File: config.mk
export PLATFORM = sky130hd
export DESIGN_NAME = cursor_position_tracker
export DESIGN_NICKNAME = d
export VERILOG_FILES = /design/src/design/cpt_pkg.sv /design/src/design/cpt_regs.sv /design/src/design/cpt_in_stage.sv /design/src/design/cpt_update.sv /design/src/design/cursor_position_tracker.sv
export SDC_FILE = /design/constraint.sdc
export NUM_CORES = 1
export LEC_CHECK = 0
export BUFFER_PORTS_ARGS = -buffer_cell sky130_fd_sc_hd__buf_2
export CAP_MARGIN = 40
export CORE_MARGIN = 2
export CORE_UTILIZATION = 28
export DETAILED_ROUTE_END_ITERATION = 16
export SYNTH_ARGS = -nofsm -noshare
export SYNTH_HDL_FRONTEND = slang
export SYNTH_SLANG_ARGS = --single-unit
File: constraint.sdc
create_clock -name clk -period 12.1 [get_ports clk]
set_input_delay 0.605 -clock clk [delete_from_list [all_inputs] [get_ports clk]]
set_output_delay 0.605 -clock clk [all_outputs]
set_load 0.05 [all_outputs]
File: src/design/cpt_pkg.sv
// shared types and constants for the cursor position tracker
package cpt_pkg;

    // stream payload widths, padded to whole bytes
    localparam int InDataW  = 88;
    localparam int OutDataW = 104;

    // register port
    localparam int CfgAddrW = 5;
    localparam int CfgDataW = 32;

    // register indexes (byte address is 4 times the index)
    localparam logic [2:0] REG_DEVICE_ID    = 3'd0;
    localparam logic [2:0] REG_BOUND_LEFT   = 3'd1;
    localparam logic [2:0] REG_BOUND_TOP    = 3'd2;
    localparam logic [2:0] REG_BOUND_RIGHT  = 3'd3;
    localparam logic [2:0] REG_BOUND_BOTTOM = 3'd4;
    localparam logic [2:0] REG_HOTSPOT_X    = 3'd5;
    localparam logic [2:0] REG_HOTSPOT_Y    = 3'd6;

    // configuration seen by the datapath
    typedef struct packed {
        logic [15:0]        device_id;
        logic signed [15:0] bound_left;
        logic signed [15:0] bound_top;
        logic signed [15:0] bound_right;
        logic signed [15:0] bound_bottom;
        logic signed [15:0] hotspot_x;
        logic signed [15:0] hotspot_y;
    } cfg_t;

    // one pointer report
    typedef struct packed {
        logic [15:0]        source_id;
        logic               is_mouse;
        logic [15:0]        move_mode;
        logic signed [16:0] coord_x;
        logic signed [16:0] coord_y;
        logic [15:0]        button_flags;
    } item_t;

    // one result item
    typedef struct packed {
        logic               accepted;
        logic signed [15:0] pos_x;
        logic signed [15:0] pos_y;
        logic signed [16:0] delta_x;
        logic signed [16:0] delta_y;
        logic signed [16:0] window_x;
        logic signed [16:0] window_y;
        logic [2:0]         buttons_held;
    } result_t;

endpackage

File: src/design/cpt_regs.sv
// register file behind the configuration port
module cpt_regs
    import cpt_pkg::*;
(
    input  logic                clk,
    input  logic                rst_n,
    input  logic                psel,
    input  logic                penable,
    input  logic                pwrite,
    input  logic [CfgAddrW-1:0] paddr,
    input  logic [CfgDataW-1:0] pwdata,
    output logic [CfgDataW-1:0] prdata,
    output logic                pready,
    output cfg_t                cfg
);

    cfg_t       cfg_reg;
    logic       wr_en;
    logic [2:0] reg_idx;

    assign pready  = 1'b1;
    assign wr_en   = psel && penable && pwrite;
    assign reg_idx = paddr[4:2];
    assign cfg     = cfg_reg;

    // register writes
    always_ff @(posedge clk or negedge rst_n)
    begin
        if (!rst_n)
        begin
            cfg_reg <= '0;
        end
        else if (wr_en)
        begin
            case (reg_idx)
                REG_DEVICE_ID:    cfg_reg.device_id    <= pwdata[15:0];
                REG_BOUND_LEFT:   cfg_reg.bound_left   <= pwdata[15:0];
                REG_BOUND_TOP:    cfg_reg.bound_top    <= pwdata[15:0];
                REG_BOUND_RIGHT:  cfg_reg.bound_right  <= pwdata[15:0];
                REG_BOUND_BOTTOM: cfg_reg.bound_bottom <= pwdata[15:0];
                REG_HOTSPOT_X:    cfg_reg.hotspot_x    <= pwdata[15:0];
                REG_HOTSPOT_Y:    cfg_reg.hotspot_y    <= pwdata[15:0];
                default:          cfg_reg              <= cfg_reg;
            endcase
        end
    end

    // read mux
    always_comb
    begin
        case (reg_idx)
            REG_DEVICE_ID:    prdata = {16'd0, cfg_reg.device_id};
            REG_BOUND_LEFT:   prdata = {16'd0, cfg_reg.bound_left};
            REG_BOUND_TOP:    prdata = {16'd0, cfg_reg.bound_top};
            REG_BOUND_RIGHT:  prdata = {16'd0, cfg_reg.bound_right};
            REG_BOUND_BOTTOM: prdata = {16'd0, cfg_reg.bound_bottom};
            REG_HOTSPOT_X:    prdata = {16'd0, cfg_reg.hotspot_x};
            REG_HOTSPOT_Y:    prdata = {16'd0, cfg_reg.hotspot_y};
            default:          prdata = '0;
        endcase
    end

endmodule

File: src/design/cpt_in_stage.sv
// input register stage for pointer reports
module cpt_in_stage
    import cpt_pkg::*;
(
    input  logic  clk,
    input  logic  rst_n,
    input  logic  in_valid,
    output logic  in_ready,
    input  item_t in_item,
    output logic  item_valid,
    input  logic  item_take,
    output item_t item
);

    logic  valid_reg;
    item_t item_reg;

    // room when empty or when the held item moves on this cycle
    assign in_ready   = !valid_reg || item_take;
    assign item_valid = valid_reg;
    assign item       = item_reg;

    // valid flag
    always_ff @(posedge clk or negedge rst_n)
    begin
        if (!rst_n)
        begin
            valid_reg <= 1'b0;
        end
        else if (in_ready)
        begin
            valid_reg <= in_valid;
        end
    end

    // payload
    always_ff @(posedge clk)
    begin
        if (in_valid && in_ready)
        begin
            item_reg <= in_item;
        end
    end

endmodule

File: src/design/cpt_update.sv
// cursor state update, clamp, button decode and result register
module cpt_update
    import cpt_pkg::*;
(
    input  logic    clk,
    input  logic    rst_n,
    input  cfg_t    cfg,
    input  logic    item_valid,
    output logic    item_take,
    input  item_t   item,
    output logic    out_valid,
    input  logic    out_ready,
    output result_t result
);

    // button indexes in the held state
    localparam int BtnLeft   = 0;
    localparam int BtnMiddle = 1;
    localparam int BtnRight  = 2;
    // flag bits of a report
    localparam int FlagLeftDown   = 0;
    localparam int FlagLeftUp     = 1;
    localparam int FlagRightDown  = 2;
    localparam int FlagRightUp    = 3;
    localparam int FlagMiddleDown = 4;
    localparam int FlagMiddleUp   = 5;

    logic signed [15:0] cursor_x_reg, cursor_x_next;
    logic signed [15:0] cursor_y_reg, cursor_y_next;
    logic signed [16:0] delta_x_reg, delta_x_next;
    logic signed [16:0] delta_y_reg, delta_y_next;
    logic [2:0]         buttons_reg, buttons_next;
    logic               out_valid_reg;
    result_t            result_reg, result_next;

    logic               fire;
    logic               match;
    logic               rel_move;
    logic               abs_move;
    logic signed [17:0] target_x;
    logic signed [17:0] target_y;
    logic signed [15:0] clamp_x;
    logic signed [15:0] clamp_y;

    // raise to the low bound, then lower to the high bound
    function automatic logic signed [15:0] clamp(
        input logic signed [17:0] v,
        input logic signed [15:0] lo,
        input logic signed [15:0] hi
    );
        logic signed [17:0] lo_ext;
        logic signed [17:0] hi_ext;
        logic signed [17:0] t;
        begin
            lo_ext = {{2{lo[15]}}, lo};
            hi_ext = {{2{hi[15]}}, hi};
            t = (v < lo_ext) ? lo_ext : v;
            t = (t > hi_ext) ? hi_ext : t;
            clamp = t[15:0];
        end
    endfunction

    // up events beat down events; right beats middle beats left
    function automatic logic [2:0] next_held(
        input logic [2:0]  held,
        input logic [15:0] f
    );
        logic [2:0] b;
        begin
            b = held;
            if (f[FlagRightUp])
                b[BtnRight] = 1'b0;
            else if (f[FlagMiddleUp])
                b[BtnMiddle] = 1'b0;
            else if (f[FlagLeftUp])
                b[BtnLeft] = 1'b0;
            else if (f[FlagRightDown])
                b[BtnRight] = 1'b1;
            else if (f[FlagMiddleDown])
                b[BtnMiddle] = 1'b1;
            else if (f[FlagLeftDown])
                b[BtnLeft] = 1'b1;
            next_held = b;
        end
    endfunction

    assign item_take = !out_valid_reg || out_ready;
    assign fire      = item_valid && item_take;
    assign out_valid = out_valid_reg;
    assign result    = result_reg;

    // report filter and move kind
    assign match    = item.is_mouse && (item.source_id == cfg.device_id);
    assign rel_move = (item.move_mode == 16'd0);
    assign abs_move = item.move_mode[0];

    // target position, relative or absolute
    always_comb
    begin
        if (rel_move)
        begin
            target_x = {{2{cursor_x_reg[15]}}, cursor_x_reg}
                     + {item.coord_x[16], item.coord_x};
            target_y = {{2{cursor_y_reg[15]}}, cursor_y_reg}
                     + {item.coord_y[16], item.coord_y};
        end
        else
        begin
            target_x = {item.coord_x[16], item.coord_x};
            target_y = {item.coord_y[16], item.coord_y};
        end
    end

    assign clamp_x = clamp(target_x, cfg.bound_left, cfg.bound_right);
    assign clamp_y = clamp(target_y, cfg.bound_top, cfg.bound_bottom);

    // next state
    always_comb
    begin
        cursor_x_next = cursor_x_reg;
        cursor_y_next = cursor_y_reg;
        delta_x_next  = delta_x_reg;
        delta_y_next  = delta_y_reg;
        buttons_next  = buttons_reg;
        if (match)
        begin
            if (rel_move || abs_move)
            begin
                cursor_x_next = clamp_x;
                cursor_y_next = clamp_y;
                delta_x_next  = {clamp_x[15], clamp_x} - {cursor_x_reg[15], cursor_x_reg};
                delta_y_next  = {clamp_y[15], clamp_y} - {cursor_y_reg[15], cursor_y_reg};
            end
            else
            begin
                delta_x_next = '0;
                delta_y_next = '0;
            end
            buttons_next = next_held(buttons_reg, item.button_flags);
        end
    end

    // result from the updated state
    always_comb
    begin
        result_next.accepted     = match;
        result_next.pos_x        = cursor_x_next;
        result_next.pos_y        = cursor_y_next;
        result_next.delta_x      = delta_x_next;
        result_next.delta_y      = delta_y_next;
        result_next.window_x     = {cursor_x_next[15], cursor_x_next}
                                 - {cfg.hotspot_x[15], cfg.hotspot_x};
        result_next.window_y     = {cursor_y_next[15], cursor_y_next}
                                 - {cfg.hotspot_y[15], cfg.hotspot_y};
        result_next.buttons_held = buttons_next;
    end

    // cursor state
    always_ff @(posedge clk or negedge rst_n)
    begin
        if (!rst_n)
        begin
            cursor_x_reg <= '0;
            cursor_y_reg <= '0;
            delta_x_reg  <= '0;
            delta_y_reg  <= '0;
            buttons_reg  <= '0;
        end
        else if (fire)
        begin
            cursor_x_reg <= cursor_x_next;
            cursor_y_reg <= cursor_y_next;
            delta_x_reg  <= delta_x_next;
            delta_y_reg  <= delta_y_next;
            buttons_reg  <= buttons_next;
        end
    end

    // output valid
    always_ff @(posedge clk or negedge rst_n)
    begin
        if (!rst_n)
        begin
            out_valid_reg <= 1'b0;
        end
        else if (item_take)
        begin
            out_valid_reg <= item_valid;
        end
    end

    // output payload
    always_ff @(posedge clk)
    begin
        if (fire)
        begin
            result_reg <= result_next;
        end
    end

endmodule

File: src/design/cursor_position_tracker.sv
// top level of the cursor position tracker
// Tracks a pointer cursor from raw mouse reports: one report enters per clock unless
// the result side stalls, and its result passes the input and result registers. The
// rate is set by the single update stage, where the cursor, delta and button registers
// feed back into the clamp and button decode for the next report. Reports from another
// device id or that are not mouse reports leave the state as it is and still produce a
// result with the accepted flag clear. The user must write bounds, device id and
// hotspot via the register port with no report in flight; the block does not enforce it.
module cursor_position_tracker
    import cpt_pkg::*;
(
    input  logic                clk,
    input  logic                rst_n,
    // report stream
    input  logic                s_tvalid,
    output logic                s_tready,
    // source_id[15:0], move_mode[31:16], coord_x[48:32], coord_y[65:49],
    // button_flags[81:66], zero pad[87:82]
    input  logic [InDataW-1:0]  s_tdata,
    // is_mouse[0]
    input  logic [0:0]          s_tuser,
    // result stream
    output logic                m_tvalid,
    input  logic                m_tready,
    // pos_x[15:0], pos_y[31:16], delta_x[48:32], delta_y[65:49], window_x[82:66],
    // window_y[99:83], buttons_held[102:100], zero pad[103]
    output logic [OutDataW-1:0] m_tdata,
    // accepted[0]
    output logic [0:0]          m_tuser,
    // register port
    input  logic                psel,
    input  logic                penable,
    input  logic                pwrite,
    input  logic [CfgAddrW-1:0] paddr,
    input  logic [CfgDataW-1:0] pwdata,
    output logic [CfgDataW-1:0] prdata,
    output logic                pready
);

    cfg_t    cfg;
    item_t   in_item;
    item_t   item;
    logic    item_valid;
    logic    item_take;
    result_t result;

    // unpack the report
    assign in_item.source_id    = s_tdata[15:0];
    assign in_item.is_mouse     = s_tuser[0];
    assign in_item.move_mode    = s_tdata[31:16];
    assign in_item.coord_x      = s_tdata[48:32];
    assign in_item.coord_y      = s_tdata[65:49];
    assign in_item.button_flags = s_tdata[81:66];

    // pack the result
    assign m_tdata = {1'b0, result.buttons_held, result.window_y, result.window_x,
                      result.delta_y, result.delta_x, result.pos_y, result.pos_x};
    assign m_tuser = result.accepted;

    cpt_regs u_regs (
        .clk     (clk),
        .rst_n   (rst_n),
        .psel    (psel),
        .penable (penable),
        .pwrite  (pwrite),
        .paddr   (paddr),
        .pwdata  (pwdata),
        .prdata  (prdata),
        .pready  (pready),
        .cfg     (cfg)
    );

    cpt_in_stage u_in_stage (
        .clk        (clk),
        .rst_n      (rst_n),
        .in_valid   (s_tvalid),
        .in_ready   (s_tready),
        .in_item    (in_item),
        .item_valid (item_valid),
        .item_take  (item_take),
        .item       (item)
    );

    cpt_update u_update (
        .clk        (clk),
        .rst_n      (rst_n),
        .cfg        (cfg),
        .item_valid (item_valid),
        .item_take  (item_take),
        .item       (item),
        .out_valid  (m_tvalid),
        .out_ready  (m_tready),
        .result     (result)
    );

endmodule

==> run metrics <==
flop2flop setup slack 1.47 ns; Hold Fails Final Rpt 0; commonest non-fill, non-tap cell in the layout nand2_1; final std cells w/o fill 3,455; mux cell area share after synthesis 6.377%; Async SR Flop Fraction 50.83%; port bufs 220; M2 GR Usage 30.15%; GR Overflow Total 0; Die Height 280.9 um; Syn Inst Count 2,179; Routed WL per cell 19.95 um; Post-synth EDFFs 177; CP endpoint kind flip-flop; sequential area share after synthesis 46.09%; status finished clean; antenna violations before repair 1; post-route ant nets 0; share of layout cells above drive strength 1 17.53%; placed cells 3,377; clock latency on the worst-skew pair 0.57 ns; nets@finish 2,699; CTS resizes 0; CTS tree done; Setup Total Neg Slack 0 ns; slowest cell on the critical path mux2i_4; GR Util All Layers 17.16%; slew at the pin with the worst max-slew slack 0.8913 ns; final routed DRC violation total 0; Crit Path Max Fanout 19; RSZ-0062 raised after global routing no; largest net degree at the start of global routing 71; max frequency 94.05 MHz; post-synthesis sequential element count 360; DIE AREA 0.07889 mm2; Final period util 87.88%; WL final 68,920 um; # Post-CTS Setup Buffers 0; Core Box Area 0.07595 mm2; adder-cell share of the synthesized area 10.35%; Initial Util 28.26%; Synth Area in Simple Gates 12.95%; Pwr Density 182.1 mW/mm2; Die Wd 280.9 um; Hold Path Class in -> async; DR iter-0 viols 1,066; count of cell types in the netlist 82; Worst EP required 12.38 ns; P_leak 11.08 nW; crit path kind reg -> reg; Max Cap Violations 0; vias 16.69k; DRT Pass-1 Iters 5; Finish-stage setup viols 0; TritonCTS Buffers 43; max incr delay on CP 0.71 ns; Slew Viols, Final 0; ys flop type dfrtp_1; clk buf depth 3; Vias/cell 4.830; CTS Hold Bufs 0; CTS clock-pin slew for the worst setup and hold paths 0.06 ns; gr busiest metal met2; GPL Wtd Cong 0.9142; # rows 101; crit start category flip-flop; Worst Path Arrival 10.92 ns; relative slew slack 39.95%; Antenna Cells 0; final setup skew 0.01849 ns; Synth Area in Compound Gates 15.30%; largest family of logic cells by synthesized area compound AO/OA/AOI/OAI gates; Post-Synth XOR/XNOR Area 3.509%; final worst path period need 10.63 ns; post-synthesis cell area 0.02147 mm2; global routing usage on met3 2.644%; syn_area_per_cell 9.851 um2; CTS H-tree lvls 2; first-pass GRT wire length 100,700 um; maximum vdd drop 0.00008821 V; Synth-to-Final Area Change 17.52%; hpwl dp 53,600 um; flip-flop count of the largest register after layout 112; clk root buf clkbuf_16; IO Count 273; YS warnings 0; vias in the first global route 16.02k; met1 usage 20.41%; fin util 33.21%; CTS Sinks 360; most frequent cells in the layout nand2_1, o21ai_0, buf_2
==> synthesized netlist by cell type, types with 31 or more instances <==
| cell type | instances | share of area (%) |
|---|---|---|
| a21oi_1 | 105 | 2.4 |
| clkbuf_1 | 61 | 1.1 |
| dfrtp_1 | 183 | 21 |
| edfxtp_1 | 177 | 25 |
| ha_1 | 168 | 9.8 |
| inv_1 | 180 | 3.1 |
| mux2_2 | 54 | 2.8 |
| mux2i_1 | 41 | 1.9 |
| nand2_1 | 315 | 5.5 |
| nor2_1 | 113 | 2.0 |
| nor3_1 | 35 | 0.82 |
| o21ai_0 | 224 | 5.2 |
| o21ai_1 | 31 | 0.72 |
| xnor2_1 | 49 | 2.0 |
| xor2_1 | 37 | 1.5 |
==> layer usage <==
metal | share of wire [%] | vias to the layer above
li1 | - | 8116
met1 | 40 | 8035
met2 | 50 | 414
met3 | 4.6 | 122
met4 | 4.8 | 2
met5 | 0.019 | -
==> metrics by stage <==
step                setup WS [ns]  area, um2  hold slack, ns  total power [mW]
finish                      1.467      25230         0.05875             4.593
global route               0.6191      25230         0.09090             4.858
CTS                         1.584      25230         0.08664             4.639
detailed placement          1.625      23770          0.4624             3.275
global placement            1.669      23670          0.4596             3.260
floorplan                   3.363      21530          0.3094             2.790
==> kinds of logic after synthesis <==
logic type	Yosys count
compound gates	547
xor+xnor	86
fa+ha+maj	174
buf+inv	280
flops	360
mux	114
other cells	2
simple gates	616
==> critical path, delay by kind of cell (launching register included) <==
kind,cells,cell delay (ns)
AO/OA/AOI/OAI,16,3.86
AND/OR/NAND/NOR,9,2.07
adder cells (fa/ha/maj),6,1.65
multiplexers,3,1.50
buffers and inverters,3,0.62
flip-flops,1,0.42
XOR/XNOR,1,0.21
==> final timing paths <==
check | from | to | depth (start not counted)
max reg2reg | u_in_stage.item[16] | u_update.result[51] | 38
min | rst_n | u_update.delta_y_reg[4] | 1
max | u_in_stage.item[16] | u_update.result[51] | 38
min reg2reg | u_update.delta_y_reg[4] | u_update.delta_y_reg[4] | 2
min in group clk | s_tdata[10] | u_in_stage.item[77] | 1
max in group asynchronous | rst_n | u_regs.cfg[2] | 2
==> final cells by class <==
type | instances | area [um2]
fillers | 7793 | 50720
multi-input cells | 1555 | 10520
flip-flops and latches | 360 | 9894
repair buffers | 247 | 1371
well taps | 1030 | 1289
clock buffers | 61 | 1255
inverters | 185 | 699.4
clock inverters | 17 | 198.9
==> power breakdown <==
group / leakage [nW] / internal [mW] / total, mW / switching (mW)
sequential: 4.01 / 1.44 / 1.56 / 0.120
combinational: 6.36 / 0.624 / 1.69 / 1.07
clock: 0.711 / 0.808 / 1.34 / 0.534
total: 11.1 / 2.87 / 4.59 / 1.72
(Power assumes the default switching activity.)
